<file path="src/co2fc_pkg.sv">
package co2fc_pkg;

  typedef struct packed {
    logic [7:0] rx_byte;
    logic       frame_start;
  } byte_item_t;

  typedef struct packed {
    logic [31:0] co2_value;
    logic [15:0] temperature_raw;
    logic        status;
  } result_item_t;

  localparam logic [7:0] CRC_INIT = 8'hFF;
  localparam logic [7:0] CRC_POLY = 8'h31;

  // Byte positions inside the nine-byte frame.
  localparam logic [3:0] POS_FIRST = 4'd0;
  localparam logic [3:0] POS_CRC0  = 4'd2;
  localparam logic [3:0] POS_CRC1  = 4'd5;
  localparam logic [3:0] POS_LAST  = 4'd8;

  localparam logic STATUS_OK      = 1'b0;
  localparam logic STATUS_CRC_ERR = 1'b1;

endpackage

</file>
<file path="src/co2fc_crc8.sv">
// One byte of CRC-8, MSB first, unrolled into XOR logic.
module co2fc_crc8 (
  input  logic [7:0] crc_in,
  input  logic [7:0] data_in,
  output logic [7:0] crc_out
);

  always_comb begin
    logic [7:0] c;
    c = crc_in ^ data_in;
    for (int i = 0; i < 8; i++) begin
      if (c[7]) begin
        c = {c[6:0], 1'b0} ^ co2fc_pkg::CRC_POLY;
      end else begin
        c = {c[6:0], 1'b0};
      end
    end
    crc_out = c;
  end

endmodule

</file>
<file path="src/co2fc_frame_track.sv">
// Frame position, per-group CRC and data byte collection.
module co2fc_frame_track (
  input  logic                     clk,
  input  logic                     rst,
  input  logic                     step,
  input  co2fc_pkg::byte_item_t    item,
  output logic                     emit,
  output co2fc_pkg::result_item_t  result
);

  logic [3:0]  byte_position;
  logic [7:0]  running_crc;
  logic [47:0] data_bytes;
  logic        crc_failed;

  logic        restart;
  logic [3:0]  pos_eff;
  logic [7:0]  crc_eff;
  logic        failed_eff;
  logic        is_check;
  logic        bad;
  logic [7:0]  crc_updated;

  // Out-of-range positions are treated like a restart.
  assign restart    = item.frame_start || (byte_position > co2fc_pkg::POS_LAST);
  assign pos_eff    = restart ? co2fc_pkg::POS_FIRST : byte_position;
  assign crc_eff    = restart ? co2fc_pkg::CRC_INIT : running_crc;
  assign failed_eff = restart ? 1'b0 : crc_failed;

  assign is_check = pos_eff inside {co2fc_pkg::POS_CRC0, co2fc_pkg::POS_CRC1,
                                    co2fc_pkg::POS_LAST};
  assign emit     = (pos_eff == co2fc_pkg::POS_LAST);
  assign bad      = (item.rx_byte != crc_eff);

  co2fc_crc8 u_crc (
    .crc_in  (crc_eff),
    .data_in (item.rx_byte),
    .crc_out (crc_updated)
  );

  always_comb begin
    result.co2_value       = data_bytes[47:16];
    result.temperature_raw = data_bytes[15:0];
    result.status          = (failed_eff || bad) ? co2fc_pkg::STATUS_CRC_ERR
                                                 : co2fc_pkg::STATUS_OK;
  end

  always_ff @(posedge clk) begin
    if (rst) begin
      byte_position <= co2fc_pkg::POS_FIRST;
      running_crc   <= co2fc_pkg::CRC_INIT;
      crc_failed    <= 1'b0;
    end else if (step) begin
      if (is_check) begin
        running_crc <= co2fc_pkg::CRC_INIT;
        if (emit) begin
          crc_failed    <= 1'b0;
          byte_position <= co2fc_pkg::POS_FIRST;
        end else begin
          crc_failed    <= failed_eff || bad;
          byte_position <= pos_eff + 4'd1;
        end
      end else begin
        running_crc   <= crc_updated;
        crc_failed    <= failed_eff;
        byte_position <= pos_eff + 4'd1;
      end
    end
  end

  // Every complete frame shifts in all six data bytes before its last byte.
  always_ff @(posedge clk) begin
    if (step && !is_check) begin
      data_bytes <= {data_bytes[39:0], item.rx_byte};
    end
  end

endmodule

</file>
<file path="config.mk">
export PLATFORM = sky130hd
export DESIGN_NAME = co2fc_frame_track
export DESIGN_NICKNAME = d
export VERILOG_FILES = /design/src/co2fc_pkg.sv /design/src/co2fc_crc8.sv /design/src/co2fc_frame_track.sv
export SDC_FILE = /design/constraint.sdc
export NUM_CORES = 1
export LEC_CHECK = 0
export ABC_AREA = 1
export CORE_MARGIN = 4
export CORE_UTILIZATION = 60
export CTS_BUF_LIST = sky130_fd_sc_hd__clkbuf_8
export DETAILED_ROUTE_END_ITERATION = 16
export DONT_BUFFER_PORTS = 1
export PLACE_DENSITY = 0.8
export SLEW_MARGIN = 20
export SYNTH_ARGS = -nofsm -noshare
export SYNTH_HDL_FRONTEND = slang
export SYNTH_SLANG_ARGS = --single-unit
</file>
<file path="constraint.sdc">
create_clock -name clk -period 3.75 [get_ports clk]
set_clock_uncertainty 0.2 [all_clocks]
set_input_delay 0.1875 -clock clk [delete_from_list [all_inputs] [get_ports clk]]
set_output_delay 0.1875 -clock clk [all_outputs]
set_load 0.05 [all_outputs]
</file>
* Word-level counts from Yosys, hierarchy flattened
Index checks and enable logic that the tools add are counted.
** Storage, ports and cells
- Register bits :: 61
- Logic and storage cells :: 41
- Bits of input ports :: 12
- Output and inout port bits :: 50
** Cells by class
- Order comparisons :: 1
- Reductions and logical operators :: 5
- Mux-type cells :: 17
- Bitwise logic cells :: 9
- $add $sub $neg :: 1
- Equal/unequal tests :: 4
** Operators with widths (number)
- $mux 6 :: 8
- $not 3->3 :: 8
- $mux 8 :: 2
- $mux 4 :: 3
- $ne 8x8->1 :: 1
- $xor 8x8->8 :: 1
- $add 4x1->4 const B :: 1
- $eq 4x2->1 const B :: 1
- $eq 4x3->1 const B :: 1
- $eq 4x4->1 const B :: 1
- $gt 4x4->1 const B :: 1
- $mux 1 :: 4
- $reduce_bool 3->1 :: 1
- $logic_or 1x1->1 :: 2
- $logic_and 1x1->1 :: 1
- $logic_not 1->1 :: 1

* Depth between registers and ports, before layout
- Depth after elaboration :: 21
- Depth in mapped cells :: 16
- Depth with buffers taken out :: 15

* Cells and area by module
A second synthesis with hierarchy kept.
** Second synthesis, totals
- Cells, all modules :: 270
- Area total of the unflattened synthesis :: 2783.9 µm²
** Modules (own cells, without submodules)
- co2fc_frame_track :: times used 1, seq. area each 1701.6 µm², cells an instance 182, area each 2346.0 µm²
- co2fc_crc8 :: times used 1, seq. area each 0.0 µm², cells an instance 88, area each 437.9 µm²

* Worst setup path before layout
OpenSTA, ideal clock, no wires.
- Kind :: register to register
- Start :: register byte_position[0]
- End :: register running_crc[0]
- Setup time :: 0.117 ns
- Setup slack :: 0.945 ns
- Path buffers :: 0
- Data required time :: 3.433 ns
- Cell stages (with the launch flop) :: 14
- Arrival :: 2.488 ns
- Clock period less this slack :: 2.805 ns
- Cells stage by stage :: dfxtp_1 -> nor2_2 -> nand2_2 -> nand2_4 -> nand2_4 -> nor2_1 -> inv_1 -> ha_1 -> o211ai_2 -> nand2_2 -> nor2_4 -> nand3_1 -> o21ai_1 -> nand2_1
** On the way
- Longest elaborated chain between the ends :: 13
- Elaborated cells on any way between the ends :: 20
- Classes of those cells :: 1 x order compare; 3 x eq/ne; 9 x mux; 5 x bitwise; 2 x reduce/logical
** Ends and longest elaborated chain
- from (decl) :: line co2fc_frame_track.sv:11 : logic [3:0] byte_position;
- from (signal assigned) :: line co2fc_frame_track.sv:50 : byte_position <= co2fc_pkg::POS_FIRST;
- from (signal assigned) :: line co2fc_frame_track.sv:58 : byte_position <= co2fc_pkg::POS_FIRST;
- from (signal assigned) :: line co2fc_frame_track.sv:61 : byte_position <= pos_eff + 4'd1;
- $gt 4x4->1 :: line co2fc_frame_track.sv:25 : assign restart = item.frame_start || (byte_position > co2fc_pkg::POS_LAST);
- $logic_or 1x1->1 :: line co2fc_frame_track.sv:25
- $mux 8 :: line co2fc_frame_track.sv:27 : assign crc_eff = restart ? co2fc_pkg::CRC_INIT : running_crc;
- $xor 8x8->8 :: line co2fc_crc8.sv:10 : c = crc_in ^ data_in;
- $mux 6 (3 in series) :: line co2fc_crc8.sv:12 : if (c[7]) begin
- $not 3->3 (no line)
- $mux 6 :: line co2fc_crc8.sv:12
- $not 3->3 (no line)
- $mux 6 (2 in series) :: line co2fc_crc8.sv:12
- $mux 8 * :: line co2fc_frame_track.sv:54 : if (is_check) begin
- to (signal assigned) :: line co2fc_frame_track.sv:51 : running_crc <= co2fc_pkg::CRC_INIT;
- to (signal assigned) :: line co2fc_frame_track.sv:55 : running_crc <= co2fc_pkg::CRC_INIT;
- to (signal assigned) :: line co2fc_frame_track.sv:64 : running_crc <= crc_updated;
- to (decl) :: line co2fc_frame_track.sv:12 : logic [7:0] running_crc;
Mark *: on every way between the ends. The rest lies on a longest branch, timed or not.
A chain may end at the register's enable or synchronous reset.

* Worst setup path after layout
Same ends and word-level chain as after synthesis.

==> run summary <==
status: finished clean
YS warnings: 0
HP Class: input pin to register
largest net degree at the start of global routing: 51
setup bufs post-CTS: 0
Final Max Slew Viols: 0
Nets: 286
die area: 0.00566 mm^2
final instance area: 0.00307 mm^2
clock power share: 33.6%
Initial DRT Pass Iterations: 4
Critical R2R Capture: running_crc[0]
final setup vio count: 0
core area: 0.00435 mm^2
Detail Route Antenna Nets: 0
DR WL/cell: 14.3 um
hold path cells: 3
synth top area cells: edfxtp_1, dfxtp_1, nand2_1
Post-CTS Resized: 0
R2R Path Start: byte_position[0]
Final min period: 2.74 ns
worst reg-to-reg setup slack: 1.01 ns
Mean Syn Cell Area: 10.8 um^2
GR met2 Demand/Resource: 29.4%
internal power: 1.16 mW
number of max-cap violations: 0
post-synth top area share: 53.1%
final worst path period share: 73.2%
detailed-route DRC error count: 0
cells after synthesis: 251
P per Cell Area: 536 mW/mm^2
first-pass GRT wire length: 7330 um
Logic pwr share: 10.1%
Crit path arrival time: 2.76 ns
Die W: 75.2 um
PortBufs: 0
Flop pwr share: 56.3%
routability cong.: 0.814
Worst R2R Path Depth: 14
post-synthesis sequential element count: 61
Pleak: 1.31 nW
Die Y: 75.2 um
count leader, synth: nand2_1
vias post-DR: 1733
Max Clk Rate: 364 MHz
Max Root-Sink Buffers: 2
ys flop type: edfxtp_1
ANT cells: 0
grt ovf: 0
total power: 1.64 mW
clock latency on the worst-skew pair: 0.33 ns
Rel. slew slack: 62.9%
crit end category: register
fraction of layout cells with a size suffix above 1: 19.3%
syn_nets: 267
Num Clock Sinks: 61
worst vdd ir: 0.000257 V
dpl cell area: 0.00277 mm^2
H-tree lvl count: 3
clock-pin slew on the worst setup and hold paths: 0.06 ns
asr flop ratio synth: 0%
synth-to-layout area growth: 13.1%
post-synthesis sequential area ratio: 62.7%
EDFF count, synth: 48
drt total wl: 4670 um
IO Pins: 62
Crit Path Max Fanout: 50
row cnt: 24
clock root buffer master: clkbuf_8
Yosys top cell by area: edfxtp_1
critical path required time: 3.77 ns
WHS Endpoint: byte_position[2]
CTS buffer count: 9
Worst setup SP type: register
initial core utilization: 62.3%
top cells by count, synth: nand2_1, edfxtp_1, inv_1
kind of critical path: register to register
Detailed Place HPWL: 3300 um
initial drt markers: 86
vias in the first global route: 1654
hold buffers post-CTS: 10
cell area after synthesis: 0.00271 mm^2
Unique masters post-synth: 30
global route hottest layer: met2
grt met3 use: 5.61%
Hold Startpoint: step
Final Hold Fails: 0
Via density: 5.30
sw frac: 29.3%
CTS tree: built
setup TNS: 0 ns
initial antenna violation count: 0
Switch Pwr: 481 uW
Hold Slack: 0.0622 ns
Final Core Density: 70.4%
setup repair after global routing missed its margin: no
met1 Resource Use GR: 19.8%
Worst Tran Pin Value: 0.556 ns
total track usage: 17.6%
## layout make-up
cell class              count  area, um^2
clock inverters             6        55.1
fillers                   314        1290
clock buffers              10         138
flip-flops and latches     61        1700
well taps                  52        65.1
multi-input cells         152         856
inverters                  35         131
repair buffers             11         120
## power by group through the flow
| stage | sequential (mW) | clock, mW | combinational, mW |
|---|---|---|---|
| after floorplan | 0.933 | 0 | 0.127 |
| after global placement | 0.939 | 0 | 0.151 |
| after detailed placement | 0.940 | 0 | 0.156 |
| after CTS | 0.926 | 0.565 | 0.167 |
| after global routing | 0.932 | 0.592 | 0.190 |
| final | 0.925 | 0.553 | 0.166 |
## routing by layer
layer	vias to the layer above	wire (um)
met5	-	0
met4	0	124
met3	13	340
met2	58	2260
met1	792	1950
li1	870	-
## cells in the final DEF (no fill, tap or decap), drive strengths merged
cell type	instances
nand2	85
edfxtp	48
inv	35
nand3	22
dfxtp	13
clkbuf	10
dlygate4sd3	10
nor2	10
o21ai	7
a21oi	6
nand4	6
ha	4
xor2	4
clkinv	4
o21bai	2
xnor2	2
nor3	1
o211ai	1
nor4	1
nand3b	1
clkinvlp	1
bufinv	1
buf	1
## worst max path at each step
stage	startpoint	end	slack [ns]	cells past startpoint
floorplan	byte_position[0]	running_crc[0]	0.94	13
global placement	byte_position[0]	running_crc[0]	1.17	14
detailed placement	byte_position[0]	running_crc[0]	1.02	14
CTS	byte_position[0]	running_crc[0]	1.02	14
global route	byte_position[0]	running_crc[0]	0.75	14
finish	byte_position[0]	running_crc[0]	1.01	14
## critical path: stages, from the launching register on
cell and delay [ns]:
dfxtp_1 0.33, nor2_2 0.12, nand2_2 0.07, nand2_4 0.17
nand2_4 0.12, nor2_1 0.23, inv_1 0.12, ha_1 0.22
o211ai_2 0.20, nand2_2 0.12, nor2_4 0.18, buf_12 0.27
nand3_1 0.12, o21ai_1 0.08, nand2_1 0.05
## registers in the layout (all words and copies together) (netlist names)
register       cells
data_bytes        48
running_crc        8
byte_position      4
crc_failed         1
## kinds of logic after synthesis
family,after synthesis,synth area share [%]
flip-flops,61,62.7
adder cells (fa/ha/maj),4,1.85
buffers and inverters,38,5.72
AO/OA/AOI/OAI,16,3.41
AND/OR/NAND/NOR,126,24.1
XOR/XNOR,6,2.21
## per-stage QoR
stage          setup WS, ns  std cells
2_1_floorplan         0.945        251
3_3_place_gp           1.17        301
3_5_place_dp           1.02        301
4_1_cts                1.02        327
5_1_grt               0.752        327
6_report               1.01        327
(Power assumes the default switching activity.)
